<file path="config.mk">
export PLATFORM = sky130hd
export DESIGN_NAME = trr_ctrl
export DESIGN_NICKNAME = d
export VERILOG_FILES = /design/src/trr_pkg.sv /design/src/trr_ctrl.sv
export SDC_FILE = /design/constraint.sdc
export NUM_CORES = 1
export LEC_CHECK = 0
export ABC_AREA = 1
export CAP_MARGIN = 20
export CORE_UTILIZATION = 54
export CTS_CLUSTER_SIZE = 30
export DETAILED_ROUTE_END_ITERATION = 12
export DONT_BUFFER_PORTS = 1
export PLACE_DENSITY = 0.75
export SLEW_MARGIN = 20
export SYNTH_ARGS = -nofsm -noshare
export SYNTH_HDL_FRONTEND = slang
export SYNTH_SLANG_ARGS = --single-unit
</file>
<file path="constraint.sdc">
create_clock -name clk -period 1.1 [get_ports clk]
set_input_delay 0.055 -clock clk [delete_from_list [all_inputs] [get_ports clk]]
set_output_delay 0.055 -clock clk [all_outputs]
set_load 0.005 [all_outputs]
</file>
<file path="src/trr_pkg.sv">
// Shared constants, codes and types of the token round-robin scheduler.
`timescale 1ns / 1ps

package trr_pkg;

    localparam int MAX_QUEUE    = 32;
    localparam int QA_W         = $clog2(MAX_QUEUE);
    localparam int QC_W         = $clog2(MAX_QUEUE + 1);
    localparam int TIME_BITS    = 48;
    localparam int ST_W         = 8;
    localparam int NUM_STATIONS = 1 << ST_W;
    localparam int RUN_W        = 16;
    localparam int SM_W         = TIME_BITS + RUN_W;
    localparam int LIMIT_W      = 34;
    localparam int CMP_W        = (TIME_BITS > LIMIT_W) ? TIME_BITS : LIMIT_W;
    localparam logic [RUN_W-1:0] SILENT_LIMIT = RUN_W'(2);
    localparam int ADDR_W       = 6;
    localparam int DATA_W       = 64;

    typedef enum logic [1:0] {
        OP_DECLARE = 2'd0,
        OP_OBSERVE = 2'd1,
        OP_GRANT   = 2'd2,
        OP_SCAN    = 2'd3
    } op_t;

    typedef enum logic [3:0] {
        K_REJECTED     = 4'd0,
        K_REFRESHED    = 4'd1,
        K_ENQUEUED     = 4'd2,
        K_QUEUE_FULL   = 4'd3,
        K_OBSERVED     = 4'd4,
        K_NO_GRANT     = 4'd5,
        K_GRANT        = 4'd6,
        K_EVICTED      = 4'd7,
        K_NONE_EVICTED = 4'd8
    } kind_t;

    typedef enum logic [2:0] {
        REG_KNOWN_0      = 3'd0,
        REG_KNOWN_1      = 3'd1,
        REG_KNOWN_2      = 3'd2,
        REG_KNOWN_3      = 3'd3,
        REG_GRANT_LENGTH = 3'd4,
        REG_GUARD_GAP    = 3'd5
    } reg_idx_t;

    typedef struct packed {
        logic [3:0][63:0] known;
        logic [31:0]      grant_length;
        logic [31:0]      guard_gap;
    } cfg_t;

    typedef struct packed {
        kind_t                kind;
        logic [ST_W-1:0]      station;
        logic [31:0]          number;
        logic [TIME_BITS-1:0] quiet;
        logic [RUN_W-1:0]     quiet_grants;
        logic [QC_W-1:0]      qlen;
        logic [QA_W-1:0]      cursor;
        logic                 last;
    } item_t;

    typedef struct packed {
        logic  load;
        logic  mark;
        logic  q_rd;
        logic  q_rd_cur;
        logic  found_chk;
        logic  idx_inc;
        logic  enq;
        logic  st_rd;
        logic  grant_upd;
        logic  calc;
        logic  evict;
        logic  keep;
        logic  emit;
        logic  pend_load;
        logic  pend_flush;
        kind_t kind;
    } cmd_t;

    typedef struct packed {
        op_t  op;
        logic known;
        logic count_zero;
        logic idx_end;
        logic found;
        logic full;
        logic evict_ok;
        logic pend_valid;
    } stat_t;

endpackage

</file>
<file path="src/trr_ctrl.sv">
// Sequencer that steps each operation through the datapath.
`timescale 1ns / 1ps

module trr_ctrl (
    input  logic           clk,
    input  logic           rst_n,
    input  logic           start,
    output logic           busy,
    input  trr_pkg::stat_t stat,
    output trr_pkg::cmd_t  cmd
);

    typedef enum logic [3:0] {
        S_IDLE, S_DISPATCH, S_D_RD, S_D_CMP, S_D_DONE, S_EMIT,
        S_G_RD, S_G_MEM, S_G_UPD,
        S_S_RD, S_S_MEM, S_S_CALC, S_S_DEC, S_S_EV, S_S_END
    } state_t;

    state_t         state_reg, state_next;
    trr_pkg::kind_t kind_reg, kind_next;

    assign busy = (state_reg != S_IDLE);

    always_ff @(posedge clk or negedge rst_n)
    begin
        if (!rst_n)
        begin
            state_reg <= S_IDLE;
            kind_reg  <= trr_pkg::K_REJECTED;
        end
        else
        begin
            state_reg <= state_next;
            kind_reg  <= kind_next;
        end
    end

    always_comb
    begin
        state_next = state_reg;
        kind_next  = kind_reg;
        cmd        = '0;
        cmd.kind   = kind_reg;
        unique case (state_reg)
            S_IDLE:
            begin
                if (start)
                begin
                    cmd.load   = 1'b1;
                    state_next = S_DISPATCH;
                end
            end
            S_DISPATCH:
            begin
                unique case (stat.op)
                    trr_pkg::OP_DECLARE:
                    begin
                        if (stat.known)
                        begin
                            cmd.mark   = 1'b1;
                            state_next = S_D_RD;
                        end
                        else
                        begin
                            kind_next  = trr_pkg::K_REJECTED;
                            state_next = S_EMIT;
                        end
                    end
                    trr_pkg::OP_OBSERVE:
                    begin
                        cmd.mark   = stat.known;
                        kind_next  = stat.known ? trr_pkg::K_OBSERVED : trr_pkg::K_REJECTED;
                        state_next = S_EMIT;
                    end
                    trr_pkg::OP_GRANT:
                    begin
                        if (stat.count_zero)
                        begin
                            kind_next  = trr_pkg::K_NO_GRANT;
                            state_next = S_EMIT;
                        end
                        else
                        begin
                            state_next = S_G_RD;
                        end
                    end
                    default: state_next = S_S_RD;
                endcase
            end
            S_D_RD:
            begin
                if (stat.idx_end)
                begin
                    state_next = S_D_DONE;
                end
                else
                begin
                    cmd.q_rd   = 1'b1;
                    state_next = S_D_CMP;
                end
            end
            S_D_CMP:
            begin
                cmd.found_chk = 1'b1;
                cmd.idx_inc   = 1'b1;
                state_next    = S_D_RD;
            end
            S_D_DONE:
            begin
                if (stat.found)
                begin
                    kind_next = trr_pkg::K_REFRESHED;
                end
                else if (stat.full)
                begin
                    kind_next = trr_pkg::K_QUEUE_FULL;
                end
                else
                begin
                    cmd.enq   = 1'b1;
                    kind_next = trr_pkg::K_ENQUEUED;
                end
                state_next = S_EMIT;
            end
            S_EMIT:
            begin
                cmd.emit   = 1'b1;
                state_next = S_IDLE;
            end
            S_G_RD:
            begin
                cmd.q_rd_cur = 1'b1;
                state_next   = S_G_MEM;
            end
            S_G_MEM:
            begin
                cmd.st_rd  = 1'b1;
                state_next = S_G_UPD;
            end
            S_G_UPD:
            begin
                cmd.grant_upd = 1'b1;
                kind_next     = trr_pkg::K_GRANT;
                state_next    = S_EMIT;
            end
            S_S_RD:
            begin
                if (stat.idx_end)
                begin
                    state_next = S_S_END;
                end
                else
                begin
                    cmd.q_rd   = 1'b1;
                    state_next = S_S_MEM;
                end
            end
            S_S_MEM:
            begin
                cmd.st_rd  = 1'b1;
                state_next = S_S_CALC;
            end
            S_S_CALC:
            begin
                cmd.calc   = 1'b1;
                state_next = S_S_DEC;
            end
            S_S_DEC:
            begin
                cmd.idx_inc = 1'b1;
                if (stat.evict_ok)
                begin
                    cmd.evict  = 1'b1;
                    state_next = S_S_EV;
                end
                else
                begin
                    cmd.keep   = 1'b1;
                    state_next = S_S_RD;
                end
            end
            S_S_EV:
            begin
                cmd.pend_load = 1'b1;
                cmd.kind      = trr_pkg::K_EVICTED;
                state_next    = S_S_RD;
            end
            S_S_END:
            begin
                if (stat.pend_valid)
                begin
                    cmd.pend_flush = 1'b1;
                end
                else
                begin
                    cmd.emit = 1'b1;
                    cmd.kind = trr_pkg::K_NONE_EVICTED;
                end
                state_next = S_IDLE;
            end
            default: state_next = S_IDLE;
        endcase
    end

endmodule

</file>
==> metrics.yaml, run 1 <==
outcome:
  outcome: "aborted with a tool error"
  stop_stage: "global routing"
  tool.error: "[ERROR DPL-0038] Utilization greater than 100%, impossible to legalize"
synthesis:
  synth_simple_gate_area_share: 0.473
  synthXorXnorAreaFrac: 0
  syn-cell-area_um2: 729
  ys_seq_area_frac: 0.240
  syn_area_per_cell_um2: 5.79
  synthAdderAreaFrac: 0.0858
  synth_seq_cells: 7
  postSynthCellCount: 126
  synth_top_family_by_area: "simple AND/OR/NAND/NOR gates"
  synth_compound_area_frac: 0.0978
  syn-num-nets: 143
  yosys_warnings: 0
  ys_types: 17
  synthMuxAreaShare: 0
floorplanning:
  ios: 32
  start_util: 0.615
  rows: 12
  fp.dieW_um: 38.8
  die_y_um: 38.8
placement:
  placed_area_um2: 890
  place.detailed.hpwl_mm: 1.60
  port-buffer-count: 0
  gp_congestion: 0.875
  placed_cells: 159
cts:
  numCtsBuffers: 3
  cts_num_sinks: 7
  cts_root_buf: "clkbuf_4"
  htreeDepth: 1
  cts_buffer_depth: 2
timing:
  worst_endpoint: "kind_reg[2]$_DFFE_PN0P_/D"
  worst-ep-kind: "register data pin"
grt:
  grt_max_degree: 8
## cells in the mapped netlist, drive strengths merged
| cell | instances | area (µm²) |
|---|---|---|
| a21oi | 2 | 10.0 |
| ha | 5 | 62.6 |
| inv | 20 | 75.1 |
| nor4 | 1 | 6.26 |
| dfrtp | 7 | 175 |
| nor3 | 2 | 10.0 |
| nor2 | 29 | 121 |
| nand2 | 37 | 144 |
| o21ai | 11 | 55.1 |
| nand3b | 1 | 11.3 |
| nand3 | 8 | 40.0 |
| o22ai | 1 | 6.26 |
| nand4 | 2 | 12.5 |
## metrics by stage
stage	util	setup slack, ns	TNS, ns
after CTS	0.939	-0.207	-4.20
after detailed placement	0.750	-0.152	-0.791
after global placement	0.750	-0.120	-0.435
after floorplan	-	0.0203	0
## what timing repair did
item | in CTS
pin swaps | 7
buffers inserted | 3
gates resized for setup | 48
setup endpoints to repair | 27
hold endpoints to repair | 8
hold buffers | 2
## cell families after synthesis
logic type,after synthesis
flops,7
compound gates,14
simple gates,80
fa+ha+maj,5
buf+inv,20
==> inputs of run 2 (changes only) <==
- CORE_AREA: unset -> 2 2 63 65
- CORE_UTILIZATION: 54 -> unset
- CTS_CLUSTER_SIZE: 30 -> unset
- DIE_AREA: unset -> 0 0 65 67
- PLACE_DENSITY: 0.75 -> unset
- PLACE_DENSITY_LB_ADDON: unset -> 0.15
- clock period: 1.1 -> 1.43 ns (I/O delays scaled with it)
==> run 2 against run 1 <==
  * The flow now finishes without violations
  * Synthesized cell count unchanged
  * Synthesized area did not move
==> metrics.yaml, run 2 <==
outcome:
  outcome: "finished, final reports clean"
cts:
  clock_latency_ns: 0.24
  cts_num_sinks: 7  # unchanged
  htreeDepth: 1  # unchanged
  cts_setup_buffers: 0  # -3
  cts_tree: "yes"
  cts_buffer_depth: 2  # unchanged
  clkTransAtPathRegs_ns: 0.04
  numCtsBuffers: 3  # unchanged
  cts_root_buf: "clkbuf_8"
finish:
  largest_reg_flops: 4
  layout_commonest_cell: "nand2_1"
  diodes: 0
  area_delta_synth_final_pct: 16.6
  drive_gt1_frac: 0.0992
  mostFrequentLayoutCells: "nand2_1, nor2_1, inv_1"
  final_nets: 149
grt:
  grt.total_usage: 0.113
  grt_max_degree: 8
  overflow: 0
  grt_pass1_vias: 816
  antenna_found_initial: 0
  grt_pass1_wl_mm: 3.64
timing:
  grt_setup_unrepaired: "true"
  finClkSkew_ns: 0.00117
  tightest_slew_ns: 0.409
  slew_headroom: 0.725
  hold_viol_final: 0
  period_share: 0.969
  drv_slew: 0
  setup_viol: 0
  period_minus_slack_ns: 1.39
  fin_hold_ws_ns: 0.0135
  fmax_mhz: 722
power:
  ir_worst_vdd_mv: 0.356
  swShare: 0.506
  powerDensity_nw_per_um2: 1680
  total_power_mw: 1.43
  internal_power_uw: 707
  combPwrFrac: 0.542
  p_switching_uw: 724
  p_leak_nw: 0.466
  p_seq_frac: 0.250
  p_clk_frac: 0.208
synthesis:
  syn-num-nets: 143  # unchanged
  synth_top_area_share: 0.240  # unchanged
  yosys_warnings: 0  # unchanged
  ys_types: 17  # unchanged
  synth_top_family_by_area: "simple AND/OR/NAND/NOR gates"
  syn-cell-area_um2: 729  # unchanged
  async_flop_share: 1.00  # unchanged
  synthFlopType: "dfrtp_1"
  synthAdderAreaFrac: 0.0858  # unchanged
  synth.most_common_cell: "nand2_1"
  synth.area.top_cells: "dfrtp_1, nand2_1, nor2_1"
  syn_area_per_cell_um2: 5.79  # unchanged
  yosysTopAreaCell: "dfrtp_1"
  synthMuxAreaShare: 0  # unchanged
  synth_seq_cells: 7  # unchanged
  synth_common_cells: "nand2_1, nor2_1, inv_1"
  ys_seq_area_frac: 0.240  # unchanged
  synth_compound_area_frac: 0.0978  # unchanged
  postSynthCellCount: 126  # unchanged
  synth_simple_gate_area_share: 0.473  # unchanged
  synth_edf_count: 0  # unchanged
  synthXorXnorAreaFrac: 0  # unchanged
routing:
  drt_iter0_drc: 24
  finalWirelength_mm: 2.18
  firstDrtPassIters: 4
  drc: 0
  dr_wl_met3_um: 199
  post_drt_via_cell_ratio: 4.30
  routedWlPerCell_um: 12.2
  maxUsedRoutingLayer: "met3"
  wl_met1_um: 969
  dr_wl_met2_mm: 1.01
  vias: 769
  ant_nets: 0
placement:
  place.detailed.hpwl_mm: 1.87  # +16%
  port-buffer-count: 0  # unchanged
  gp_congestion: 0.838  # -4.3%
setup_path:
  r2r-end: "state_reg[0]"
  max_stage_delay_ns: 0.43
  critPathBufInv: 0
  crit_path_end_kind: "output port"
  critical_path.startpoint_type: "register"
  critPathKind: "reg2out"
  ff2ff_path_depth: 5
  arrival_ns: 1.31
  path_depth: 3
  reg2reg_slack_ns: 0.16
  crit-reg2reg-launch: "state_reg[0]"
  cp_top_family: "simple AND/OR/NAND/NOR gates"
  startpoint: "state_reg[0]"
  path_max_fanout: 5
  crit_chain: "nor2_1, nand2_1, nor3_1"
  worst_path_max_delay_cell: "dfrtp_1"
  crit_required_ns: 1.36
  endpoint: "cmd[12]"
floorplanning:
  ios: 32  # unchanged
  fp.dieW_um: 65  # +68%
  rows: 22  # +10
  core_area_um2: 3610
  dieArea_um2: 4360
  start_util: 0.202  # -0.413
  die_y_um: 67  # +73%
run:
  cap_violations: 0
min_path:
  worstHoldPathType: "in2reg"
==> run 2: how the worst min path moves through the flow <==
stage	slack (ns)	start	depth (start not counted)	to
after global placement	-0.22	rst_n	0	kind_reg[1]
after CTS	0.02	start	2	state_reg[0]
after detailed placement	-0.22	rst_n	0	kind_reg[1]
final	0.01	start	2	state_reg[0]
after global routing	0.02	start	2	state_reg[0]
after floorplan	-0.22	rst_n	0	kind_reg[0]
==> run 2: worst register-to-register path, cell delays in order (launching register included) <==
cell and delay, ns:
dfrtp_1 0.43, nor2_1 0.24, nand2_1 0.18, nand3_1 0.15, nor2_1 0.06, a21oi_1 0.12
==> run 2: cells by family after synthesis <==
logic type	Yosys count
flip-flops	7
buffers and inverters	20
adder cells (fa/ha/maj)	5
AND/OR/NAND/NOR	80
AO/OA/AOI/OAI	14
==> run 2: per-stage QoR <==
stage | cells | instance area [µm²] | setup slack (ns) | setup TNS [ns] | utilization
floorplan | 126 | 729 | 0.350 | 0 | -
CTS | 179 | 846 | 0.00115 | 0 | 0.235
global placement | 174 | 790 | 0.144 | 0 | 0.219
global route | 179 | 851 | -0.0719 | -0.380 | 0.236
finish | 179 | 851 | 0.0443 | 0 | 0.236
detailed placement | 174 | 790 | 0.203 | 0 | 0.219
==> run 2: timing repair <==
| item | 4_1_cts | 5_1_grt |
|---|---|---|
| resized for setup | 0 | 5 |
| endpoints found under the hold margin | 7 | 0 |
| endpoints found under the setup margin | 0 | 11 |
| hold buffers | 1 | 0 |
==> run 2: cell type report <==
cell class                 instances  area, µm²
multi-input combinational         99        484
fill                             414       2760
timing repair buffer               1       10.0
tap                               48       60.1
clock inverter                     1       5.00
clock buffer                       3       41.3
sequential                         7        175
inverter                          20       75.1
==> run 2: routing by layer <==
layer | global-route usage | vias up
met4 | 0.0346 | 0
met2 | 0.189 | 28
met5 | 0 | -
met3 | 0.0591 | 0
met1 | 0.124 | 335
li1 | - | 406
==> run 2: power groups by stage <==
stage | logic [mW] | clock network, mW | registers (mW)
5_1_grt | 0.889 | 0.316 | 0.376
6_report | 0.775 | 0.298 | 0.358
3_3_place_gp | 0.767 | 0 | 0.360
4_1_cts | 0.777 | 0.302 | 0.354
3_5_place_dp | 0.767 | 0 | 0.356
2_1_floorplan | 0.601 | 0 | 0.338
No activity file was read; power rests on OpenSTA's default activity.
