## src/trr_pkg.sv

```systemverilog
// Shared constants, codes and types of the token round-robin scheduler.
`timescale 1ns / 1ps

package trr_pkg;

    localparam int MAX_QUEUE    = 32;
    localparam int QA_W         = $clog2(MAX_QUEUE);
    localparam int QC_W         = $clog2(MAX_QUEUE + 1);
    localparam int TIME_BITS    = 48;
    localparam int ST_W         = 8;
    localparam int NUM_STATIONS = 1 << ST_W;
    localparam int RUN_W        = 16;
    localparam int SM_W         = TIME_BITS + RUN_W;
    localparam int LIMIT_W      = 34;
    localparam int CMP_W        = (TIME_BITS > LIMIT_W) ? TIME_BITS : LIMIT_W;
    localparam logic [RUN_W-1:0] SILENT_LIMIT = RUN_W'(2);
    localparam int ADDR_W       = 6;
    localparam int DATA_W       = 64;

    typedef enum logic [1:0] {
        OP_DECLARE = 2'd0,
        OP_OBSERVE = 2'd1,
        OP_GRANT   = 2'd2,
        OP_SCAN    = 2'd3
    } op_t;

    typedef enum logic [3:0] {
        K_REJECTED     = 4'd0,
        K_REFRESHED    = 4'd1,
        K_ENQUEUED     = 4'd2,
        K_QUEUE_FULL   = 4'd3,
        K_OBSERVED     = 4'd4,
        K_NO_GRANT     = 4'd5,
        K_GRANT        = 4'd6,
        K_EVICTED      = 4'd7,
        K_NONE_EVICTED = 4'd8
    } kind_t;

    typedef enum logic [2:0] {
        REG_KNOWN_0      = 3'd0,
        REG_KNOWN_1      = 3'd1,
        REG_KNOWN_2      = 3'd2,
        REG_KNOWN_3      = 3'd3,
        REG_GRANT_LENGTH = 3'd4,
        REG_GUARD_GAP    = 3'd5
    } reg_idx_t;

    typedef struct packed {
        logic [3:0][63:0] known;
        logic [31:0]      grant_length;
        logic [31:0]      guard_gap;
    } cfg_t;

    typedef struct packed {
        kind_t                kind;
        logic [ST_W-1:0]      station;
        logic [31:0]          number;
        logic [TIME_BITS-1:0] quiet;
        logic [RUN_W-1:0]     quiet_grants;
        logic [QC_W-1:0]      qlen;
        logic [QA_W-1:0]      cursor;
        logic                 last;
    } item_t;

    typedef struct packed {
        logic  load;
        logic  mark;
        logic  q_rd;
        logic  q_rd_cur;
        logic  found_chk;
        logic  idx_inc;
        logic  enq;
        logic  st_rd;
        logic  grant_upd;
        logic  calc;
        logic  evict;
        logic  keep;
        logic  emit;
        logic  pend_load;
        logic  pend_flush;
        kind_t kind;
    } cmd_t;

    typedef struct packed {
        op_t  op;
        logic known;
        logic count_zero;
        logic idx_end;
        logic found;
        logic full;
        logic evict_ok;
        logic pend_valid;
    } stat_t;

endpackage

```

## src/trr_regs.sv

```systemverilog
// Configuration register file behind the APB-style port.
`timescale 1ns / 1ps

module trr_regs (
    input  logic                       clk,
    input  logic                       rst_n,
    input  logic                       psel,
    input  logic                       penable,
    input  logic                       pwrite,
    input  logic [trr_pkg::ADDR_W-1:0] paddr,
    input  logic [trr_pkg::DATA_W-1:0] pwdata,
    output logic [trr_pkg::DATA_W-1:0] prdata,
    output logic                       pready,
    output trr_pkg::cfg_t              cfg
);

    trr_pkg::cfg_t     cfg_reg;
    trr_pkg::reg_idx_t idx;

    assign idx    = trr_pkg::reg_idx_t'(paddr[5:3]);
    assign pready = 1'b1;
    assign cfg    = cfg_reg;

    always_ff @(posedge clk or negedge rst_n)
    begin
        if (!rst_n)
        begin
            cfg_reg.known        <= '0;
            cfg_reg.grant_length <= 32'd1;
            cfg_reg.guard_gap    <= 32'd0;
        end
        else if (psel && penable && pwrite)
        begin
            unique case (idx)
                trr_pkg::REG_KNOWN_0:      cfg_reg.known[0] <= pwdata;
                trr_pkg::REG_KNOWN_1:      cfg_reg.known[1] <= pwdata;
                trr_pkg::REG_KNOWN_2:      cfg_reg.known[2] <= pwdata;
                trr_pkg::REG_KNOWN_3:      cfg_reg.known[3] <= pwdata;
                trr_pkg::REG_GRANT_LENGTH: cfg_reg.grant_length <= pwdata[31:0];
                trr_pkg::REG_GUARD_GAP:    cfg_reg.guard_gap <= pwdata[31:0];
                default: ;
            endcase
        end
    end

    always_comb
    begin
        unique case (idx)
            trr_pkg::REG_KNOWN_0:      prdata = cfg_reg.known[0];
            trr_pkg::REG_KNOWN_1:      prdata = cfg_reg.known[1];
            trr_pkg::REG_KNOWN_2:      prdata = cfg_reg.known[2];
            trr_pkg::REG_KNOWN_3:      prdata = cfg_reg.known[3];
            trr_pkg::REG_GRANT_LENGTH: prdata = {32'd0, cfg_reg.grant_length};
            trr_pkg::REG_GUARD_GAP:    prdata = {32'd0, cfg_reg.guard_gap};
            default:                   prdata = '0;
        endcase
    end

endmodule

```

## config.mk

```make
export PLATFORM = sky130hd
export DESIGN_NAME = trr_regs
export DESIGN_NICKNAME = d
export VERILOG_FILES = /design/src/trr_pkg.sv /design/src/trr_regs.sv
export SDC_FILE = /design/constraint.sdc
export NUM_CORES = 1
export LEC_CHECK = 0
export CORE_MARGIN = 5
export CORE_UTILIZATION = 35
export DETAILED_ROUTE_END_ITERATION = 16
export DONT_BUFFER_PORTS = 1
export RECOVER_POWER = 100
export REMOVE_ABC_BUFFERS = 1
export SYNTH_ARGS = -nofsm -noshare
export SYNTH_HDL_FRONTEND = slang
export SYNTH_SLANG_ARGS = --single-unit
```

## constraint.sdc

```tcl
create_clock -name clk -period 3.4 [get_ports clk]
set_input_delay 0.34 -clock clk [delete_from_list [all_inputs] [get_ports clk]]
set_output_delay 0.34 -clock clk [all_outputs]
set_load 0.03 [all_outputs]
```

After elaboration in Yosys (flattened, before gate mapping)
Cells that the tools add are included.
{"block": "word_totals", "reg_bits": 320, "out_inout_bits": 385, "wordCells": 21, "in_bits": 75}
{"block": "op_classes", "eq_ne": 5, "reduce_logical": 9, "n_mux": 1}
{"cell": "64-bit case mux with 6 select lines", "n": 1}
{"cell": "2-bit AND reduction", "n": 6}
{"cell": "3-bit by 2-bit == test with 1-bit output (second input constant)", "n": 2}
{"cell": "3-bit == test (second input constant)", "n": 2}
{"cell": "3-bit by 1-bit == test with 1-bit output (second input constant)", "n": 1}
{"cell": "3-bit logical NOT", "n": 1}
{"cell": "1-bit logical AND", "n": 2}

Longest topological paths before layout
Gate-level depths: netlist of run 1.
{"block": "logic_depth", "ltp_word": 3, "ltp_mapped": 7, "ltp_nobuf": 3}

Worst setup path after synthesis of run 1
No wires, ideal clock.
{"block": "synth_path", "kind": "input port to output port", "startpoint": "input port paddr[3] (netlist name)", "endpoint": "output port prdata[14] (netlist name)", "n_path_buf": 4, "path_stages": 7, "slack_ns": 1.111, "required_time_ns": 3.060, "arrival_time_ns": 1.949, "cell_sequence": "buf_4 -> buf_2 -> buf_2 -> buf_2 -> nor3b_1 -> a21oi_1 -> o21ai_0"}
{"block": "synth_via", "elab_chain_cells": 2, "elab_cells_between_ends": 7, "cone_classes": "eq/ne: 5; mux: 1; reduce/logical: 1"}
{"element": "start: declaration", "line_no": "trr_regs.sv:10", "source": "input logic [trr_pkg::ADDR_W-1:0] paddr,"}
{"element": "3-bit == test, or another cell as far along", "line_no": "trr_regs.sv:48", "source": "unique case (idx)"}
{"element": "64-bit case mux with 6 select lines *", "line_no": "trr_regs.sv:48"}
{"element": "end: declaration", "line_no": "trr_regs.sv:12", "source": "output logic [trr_pkg::DATA_W-1:0] prdata,"}
Mark *: on every way between the ends. The rest lies on a longest branch, timed or not.

Worst setup path in the final report of run 1
{"block": "layout_path", "startpoint": "input port paddr[5] (netlist name)", "endpoint": "output port prdata[49] (netlist name)"}
The elaborated chain is that of the path after synthesis.

==> metrics.yaml, run 1 <==
power:
  p_sw_share_pct: 37.0
  max-vdd-ir-drop_v: 0.000518
  power.switching_mw: 4.61
  leakage_nw: 7.38
  p_per_area_mw_per_mm2: 740
  clkPwrFrac_pct: 32.0
  intPower_mw: 7.86
  seq_power_share_pct: 55.4
  power_frac_comb_pct: 12.7
cells_and_area:
  largest_reg_flops: 320
  final_util_pct: 40.2
  mostFrequentLayoutCells: "dfrtp_1, mux2_2, dlygate4sd3_1"
  area_growth_pct: 13.8
  drive_above_1_share_pct: 37.4
  antenna_cells: 0
  nets: 1127
  final_common_cell: "dfrtp_1"
  fin_area_sq_mm: 0.0168
critical_path:
  cp-end-kind: "output pin"
  required_ns: 3.06
  r2r-end: "cfg[219]"
  r2r_cells: 1
  path_buf_inv: 2
  cp_slowest_stage_delay_ns: 0.96
  critical_path_class: "input pin to output pin"
  r2r_start: "cfg[219]"
  critPathArrivalTime_ns: 2.59
  crit_fanout: 39
  cp-start-kind: "input pin"
  cp_cell_sequence: "inv_2 > clkbuf_1 > and2_0"
  r2r_setup_slack_ns: 2.37
  cp_slowest_cell: "clkbuf_1"
  cpLargestDelayFamily: "buffers and inverters"
clock_tree:
  cts_resized: 0
  cts-root-buf: "clkbuf_16"
  postCtsHoldBufs: 64
  cts_tree: "done"
  cts_buffers: 37
  insertion_delay_ns: 0.51
  max-clock-path-buffers: 3
  post_cts_buffers: 0
  clkTransAtPathRegs_ns: 0.06
  htreeDepth: 2
  cts.sinks: 320
floorplan:
  fp-row-count: 75
  pin_count: 460
  die_area_sq_mm: 0.0465
  dieWidth_um: 216
  start_util_pct: 35.3
  coreArea_sq_mm: 0.0419
  die_h_um: 216
timing:
  setup_violations: 0
  rsz0062_at_grt: "no"
  period_share_pct: 86.1
  clock_skew_ns: 0
  hold_viol: 319
  slew_headroom_pct: -82.9
  finalSetupTns_ns: 0
  holdWs_ns: -0.480
  finalCriticalPeriod_ns: 2.93
  final_max_slew_viol_count: 199
  fmax_ghz: 0.342
  worst-slew-pin-transition_ns: 2.74
  setup_ws_ns: 0.472
synthesis:
  syn-cell-area_sq_mm: 0.0148
  ys_warn_count: 0
  ys_types: 34
  syn_area_per_cell_sq_um: 15.0
  netlist_instances: 989
  yosysSeqAreaShare_pct: 54.1
  synth_seq_cells: 320
routing:
  route.vias.total: 8927
  dr.pass1.iters: 4
  wl_per_cell_um: 26.8
  ant_nets: 0
  wirelength_um: 43200
  via_per_inst: 5.53
  drt_iter0_markers: 519
  post-route-drc-count: 0
placement:
  dp_hpwl_um: 27300
  place_ws_ns: 0.979
  io_buffers: 0
  place_area_sq_mm: 0.0154
  globalplace.congestion: 0.796
hold_path:
  hp-class: "input pin to asynchronous set/reset pin"
global_route:
  grt_use_total_pct: 17.8
  grt_pass1_vias: 9575
  grt_pass1_wl_um: 64900
  grt_max_degree: 321
  overflow: 0
  antenna_found_initial: 0
flow_run:
  max_cap_viol_count: 6
status:
  status: "finished with violations"
  violations: "hold timing, capacitance limit, slew limit"
## final cells by class
| type | instances | area [sq um] |
|---|---|---|
| Multi-Input combinational cell | 595 | 6160 |
| Fill cell | 3974 | 25000 |
| Tap cell | 539 | 674 |
| Inverter | 1 | 3.75 |
| Clock buffer | 48 | 1030 |
| Sequential cell | 320 | 8010 |
| Timing Repair Buffer | 97 | 798 |
| Clock inverter | 13 | 170 |
## cell usage after synthesis
cell type | number | area share, %
a211o_1 | 6 | 0.36
a21oi_1 | 21 | 0.71
a221oi_1 | 15 | 0.89
a31oi_1 | 15 | 0.63
and2_1 | 32 | 1.4
and3b_1 | 10 | 0.59
buf_1 | 2 | 0.051
buf_2 | 39 | 1.3
buf_4 | 6 | 0.30
buf_6 | 7 | 0.53
clkbuf_1 | 19 | 0.48
conb_1 | 1 | 0.025
dfrtp_1 | 319 | 54
dfstp_2 | 1 | 0.18
inv_2 | 1 | 0.025
mux2_1 | 7 | 0.53
mux2_2 | 298 | 23
mux2_4 | 60 | 6.1
mux2i_1 | 21 | 1.4
mux4_2 | 32 | 4.9
nand2_1 | 40 | 1.0
nand2b_1 | 2 | 0.085
nand4_1 | 1 | 0.042
nand4b_1 | 1 | 0.059
nand4b_4 | 1 | 0.16
nor2_1 | 1 | 0.025
nor2_2 | 2 | 0.085
nor2b_1 | 1 | 0.042
nor3_2 | 1 | 0.068
nor3_4 | 1 | 0.11
nor3b_1 | 6 | 0.30
o21ai_0 | 6 | 0.20
o221ai_1 | 11 | 0.65
or3_1 | 3 | 0.13
## worst max path at each step
| stage | from | to | cells past startpoint |
|---|---|---|---|
| after floorplan | paddr[4] | cfg[112] | 3 |
| after global placement | paddr[5] | prdata[0] | 4 |
| after detailed placement | paddr[5] | prdata[0] | 4 |
| after CTS | cfg[95] | prdata[31] | 3 |
| after global routing | paddr[5] | prdata[49] | 3 |
| final | paddr[5] | prdata[49] | 3 |
## cells by family (layout without fill, tap and decap cells)
kind of cell | after synthesis | in the layout | synth area share, %
other | 1 | 1 | 0.0254
AOI/OAI and AO/OA | 74 | 74 | 3.44
DFF | 320 | 320 | 54.1
and+or+nand+nor | 102 | 102 | 4.07
buffers and inverters | 74 | 159 | 2.72
muxes | 418 | 418 | 35.6
## per-stage QoR
| step | power (mW) | cells |
|---|---|---|
| after global placement | 8.56 | 1488 |
| after floorplan | 8.00 | 916 |
| final | 12.5 | 1613 |
| after global routing | 13.0 | 1613 |
| after CTS | 12.8 | 1613 |
| after detailed placement | 8.62 | 1488 |
## power groups by stage
stage / clock (mW) / sequential, mW / combinational, mW
finish: 3.99 / 6.90 / 1.58
global route: 4.27 / 7.01 / 1.71
CTS: 4.12 / 6.94 / 1.72
detailed placement: 0 / 7.01 / 1.61
global placement: 0 / 6.99 / 1.57
floorplan: 0 / 6.59 / 1.41
## routing by layer
| layer | global-route usage [%] | wire length [um] | share of wire [%] |
|---|---|---|---|
| met1 | 22.1 | 17300 | 40 |
| met2 | 29.6 | 21300 | 49 |
| met3 | 6.04 | 3650 | 8.4 |
| met4 | 5.61 | 1000 | 2.3 |
| met5 | 0 | 0 | 0 |
(Power assumes the default switching activity.)
==> run 2, diff against run 1 <==
CORE_UTILIZATION = 45   (was 35)
==> metrics.yaml, run 2 (synthesis results as in run 1) <==
timing:
  hold_viol: 320
  setup_violations: 0
  finalCriticalPeriod_ns: 2.93
  worst-slew-pin-transition_ns: 2.50
  final_max_slew_viol_count: 182
  rsz0062_at_grt: "no"
  period_share_pct: 86.1
  slew_headroom_pct: -66.6
  fmax_ghz: 0.342
  holdWs_ns: -0.460
  finalSetupTns_ns: 0
  clock_skew_ns: 0
global_route:
  overflow: 0
  antenna_found_initial: 1
  grt_use_total_pct: 21.8
  grt_pass1_wl_um: 61800
  grt_pass1_vias: 9478
  grt_max_degree: 321
placement:
  io_buffers: 0
  place_inst: 1388
  dp_hpwl_um: 26400
  globalplace.congestion: 0.778
clock_tree:
  cts_tree: "done"
  clkTransAtPathRegs_ns: 0.06
  cts.sinks: 320
  postCtsHoldBufs: 64
  post_cts_buffers: 0
  max-clock-path-buffers: 3
  cts-root-buf: "clkbuf_16"
  cts_buffers: 37
  insertion_delay_ns: 0.49
  htreeDepth: 2
  cts_resized: 0
status:
  status: "finished with violations"
  violations: "hold timing, capacitance limit, slew limit"
critical_path:
  cp_slowest_stage_delay_ns: 1.79
  cp-end-kind: "flop"
  cp-start-kind: "input pin"
  cp_slowest_cell: "clkbuf_1"
  path_buf_inv: 1
  cpLargestDelayFamily: "buffers and inverters"
  cp_cell_sequence: "nand4b_1 > nor2_4 > clkbuf_1 > mux2_2"
  critPathArrivalTime_ns: 3.29
  critical_path_class: "input pin to flop"
  r2r_setup_slack_ns: 2.35
  required_ns: 3.77
  crit_fanout: 98
cells_and_area:
  fin_cells: 1516
  largest_reg_flops: 320
  nets: 1124
  mostFrequentLayoutCells: "dfrtp_1, mux2_2, mux2_1, dlygate4sd3_1, nand2_1"
  drive_above_1_share_pct: 38.1
  final_common_cell: "dfrtp_1"
  area_growth_pct: 13.1
floorplan:
  start_util_pct: 45.5
  coreArea_sq_mm: 0.0325
  fp-row-count: 66
  pin_count: 460
  die_area_sq_mm: 0.0366
  die_h_um: 191
  dieWidth_um: 191
routing:
  drt_iter0_markers: 315
  dr.pass1.iters: 4
  wl_per_cell_um: 27.4
  post-route-drc-count: 0
  via_per_inst: 5.86
  wirelength_um: 41500
  ant_nets: 0
  route.vias.total: 8885
flow_run:
  max_cap_viol_count: 7
power:
  max-vdd-ir-drop_v: 0.000445
  p_per_area_mw_per_mm2: 737
  leakage_nw: 7.40
hold_path:
  hp-class: "input pin to asynchronous set/reset pin"
[run 2: routing by layer]
metal / vias up / GRT usage [%] / part of all wire [%] / wire length (um)
met5: - / 0 / 0 / 0
met4: 0 / 5.58 / 2.1 / 852
met3: 62 / 8.38 / 10 / 4170
met2: 381 / 36.3 / 48 / 20100
met1: 4665 / 26.9 / 39 / 16400
li1: 3777 / - / - / -
[run 2: power by group]
group | leakage [nW] | internal [mW] | total, mW | switching, mW
combinational | 2.73 | 0.927 | 1.58 | 0.657
sequential | 4.09 | 4.52 | 6.91 | 2.38
clock | 0.577 | 2.35 | 3.84 | 1.49
[run 2: stage by stage]
stage	worst slack, ns	power (mW)	util [%]	cell area, sq um
floorplan	0.140	8.00	-	14400
global placement	1.04	8.55	46.8	15200
detailed placement	1.02	8.61	46.8	15200
CTS	0.908	12.6	52.4	17000
global route	0.444	12.9	51.4	16700
finish	0.473	12.3	51.4	16700
[run 2: final timing paths]
check	start	depth (start not counted)	end
setup / recovery	paddr[4]	4	cfg[9]
hold / removal	rst_n	0	cfg[295]
setup reg to reg	cfg[71]	1	cfg[71]
hold reg to reg	cfg[231]	1	cfg[231]
max in group asynchronous	rst_n	0	cfg[75]
min in group clk	paddr[5]	2	cfg[121]
[run 2: final cells by class]
type,instances,area [sq um]
fillers,2922,15800
clock inverters,7,91.3
diodes,1,2.50
inverters,1,3.75
clock buffers,56,1090
repair buffers,94,823
multi-input cells,595,6160
well taps,442,553
flip-flops and latches,320,8010
==> run 3, diff against run 2 <==
CELL_PAD_IN_SITES_DETAIL_PLACEMENT = 0   (was unset)
CELL_PAD_IN_SITES_GLOBAL_PLACEMENT = 1   (was unset)
CORE_AREA = 5 5 175 177   (was unset)
CORE_MARGIN = unset   (was 5)
CORE_UTILIZATION = unset   (was 45)
DIE_AREA = 0 0 180 182   (was unset)
PLACE_DENSITY_LB_ADDON = 0.1   (was unset)
SLEW_MARGIN = 15   (was unset)
==> metrics.yaml, run 3 (synthesis results as in run 1) <==
power:
  p_per_area_mw_per_mm2: 749
  leakage_nw: 7.40
  max-vdd-ir-drop_v: 0.000421
timing:
  final_max_slew_viol_count: 165
  clock_skew_ns: 0
  slew_headroom_pct: -77.0
  fmax_ghz: 0.347
  rsz0062_at_grt: "no"
  setup_violations: 0
  finalSetupTns_ns: 0
  worst-slew-pin-transition_ns: 2.65
  holdWs_ns: -0.463
  finalCriticalPeriod_ns: 2.88
  period_share_pct: 84.7
  hold_viol: 319
critical_path:
  cp-end-kind: "flop"
  cp-start-kind: "input pin"
  crit_fanout: 98
  critical_path_class: "input pin to flop"
  critPathArrivalTime_ns: 3.26
  required_ns: 3.78
clock_tree:
  insertion_delay_ns: 0.50
  cts-root-buf: "clkbuf_16"
  cts_tree: "done"
  cts_buffers: 36
  cts.sinks: 320
  cts_resized: 0
  max-clock-path-buffers: 3
  htreeDepth: 2
  clkTransAtPathRegs_ns: 0.06
routing:
  via_per_inst: 6.19
  ant_nets: 0
  wl_per_cell_um: 29.2
  post-route-drc-count: 0
  route.vias.total: 9028
  drt_iter0_markers: 509
  wirelength_um: 42600
  dr.pass1.iters: 8
floorplan:
  fp-row-count: 63
  die_area_sq_mm: 0.0328
  die_h_um: 182
  pin_count: 460
  coreArea_sq_mm: 0.0291
  dieWidth_um: 180
  start_util_pct: 50.9
status:
  status: "finished with violations"
  violations: "hold timing, capacitance limit, slew limit"
cells_and_area:
  largest_reg_flops: 320
  drive_above_1_share_pct: 37.2
  nets: 1118
  antenna_cells: 0
  final_common_cell: "dfrtp_1"
  area_growth_pct: 12.8
  fin_area_sq_mm: 0.0167
  mostFrequentLayoutCells: "dfrtp_1, mux2_2, mux2_1"
global_route:
  antenna_found_initial: 0
  grt_pass1_vias: 9763
  grt_use_total_pct: 25.2
  overflow: 0
  grt_max_degree: 321
  grt_pass1_wl_um: 64500
placement:
  dp_hpwl_um: 27700
  place_area_sq_mm: 0.0151
  globalplace.congestion: 0.820
  io_buffers: 0
hold_path:
  hp-class: "input pin to asynchronous set/reset pin"
flow_run:
  max_cap_viol_count: 6
run 3: area by class of cell:
type                            instances  area, sq um
Tap cell                              390          488
Multi-Input combinational cell        595         6140
Clock buffer                           51         1070
Inverter                                1         3.75
Clock inverter                         13          168
Timing Repair Buffer                   89          800
Fill cell                            2308        12400
Sequential cell                       320         8010
run 3: worst max-delay path, stage by stage:
cell and delay (ns):
nand4b_1 0.32, nor2_1 0.97, clkbuf_2 1.14, mux2_2 0.44
run 3: repair_timing:
item,4_1_cts,5_1_grt
hold buffers,64,1
endpoints found under the hold margin,639,321
buffers inserted,0,0
run 3: worst paths after layout:
kind | start | endpoint | slack (ns) | cells after the start
max | paddr[4] | cfg[189] | 0.52 | 4
min | rst_n | cfg[241] | -0.46 | 0
max reg2reg | cfg[32] | cfg[32] | 2.35 | 1
min reg2reg | cfg[97] | cfg[97] | 0.75 | 1
max in group asynchronous | rst_n | cfg[49] | 2.81 | 0
min in group clk | pwdata[19] | cfg[51] | 0.58 | 2
run 3: through the flow:
step | utilization [%] | setup WS [ns] | power [mW] | instances
finish | 57.3 | 0.520 | 12.5 | 1459
detailed placement | 52.1 | 1.17 | 8.65 | 1330
global placement | 52.1 | 1.19 | 8.54 | 1330
floorplan | - | 0.140 | 8.00 | 916
CTS | 58.5 | 0.871 | 12.8 | 1458
global route | 57.3 | 0.488 | 13.0 | 1459
run 3: power by group:
part	internal, mW	leakage (nW)	switching (mW)
clock	2.49	0.615	1.50
sequential	4.52	4.09	2.40
combinational	0.905	2.70	0.681
total	7.92	7.40	4.58
run 3: metal layers:
layer | track usage, % | share of wire, % | vias to the layer above
li1 | - | - | 3769
met3 | 10.7 | 11 | 93
met1 | 29.1 | 36 | 4741
met5 | 0 | 0 | -
met2 | 42.3 | 50 | 425
met4 | 9.36 | 3.6 | 0
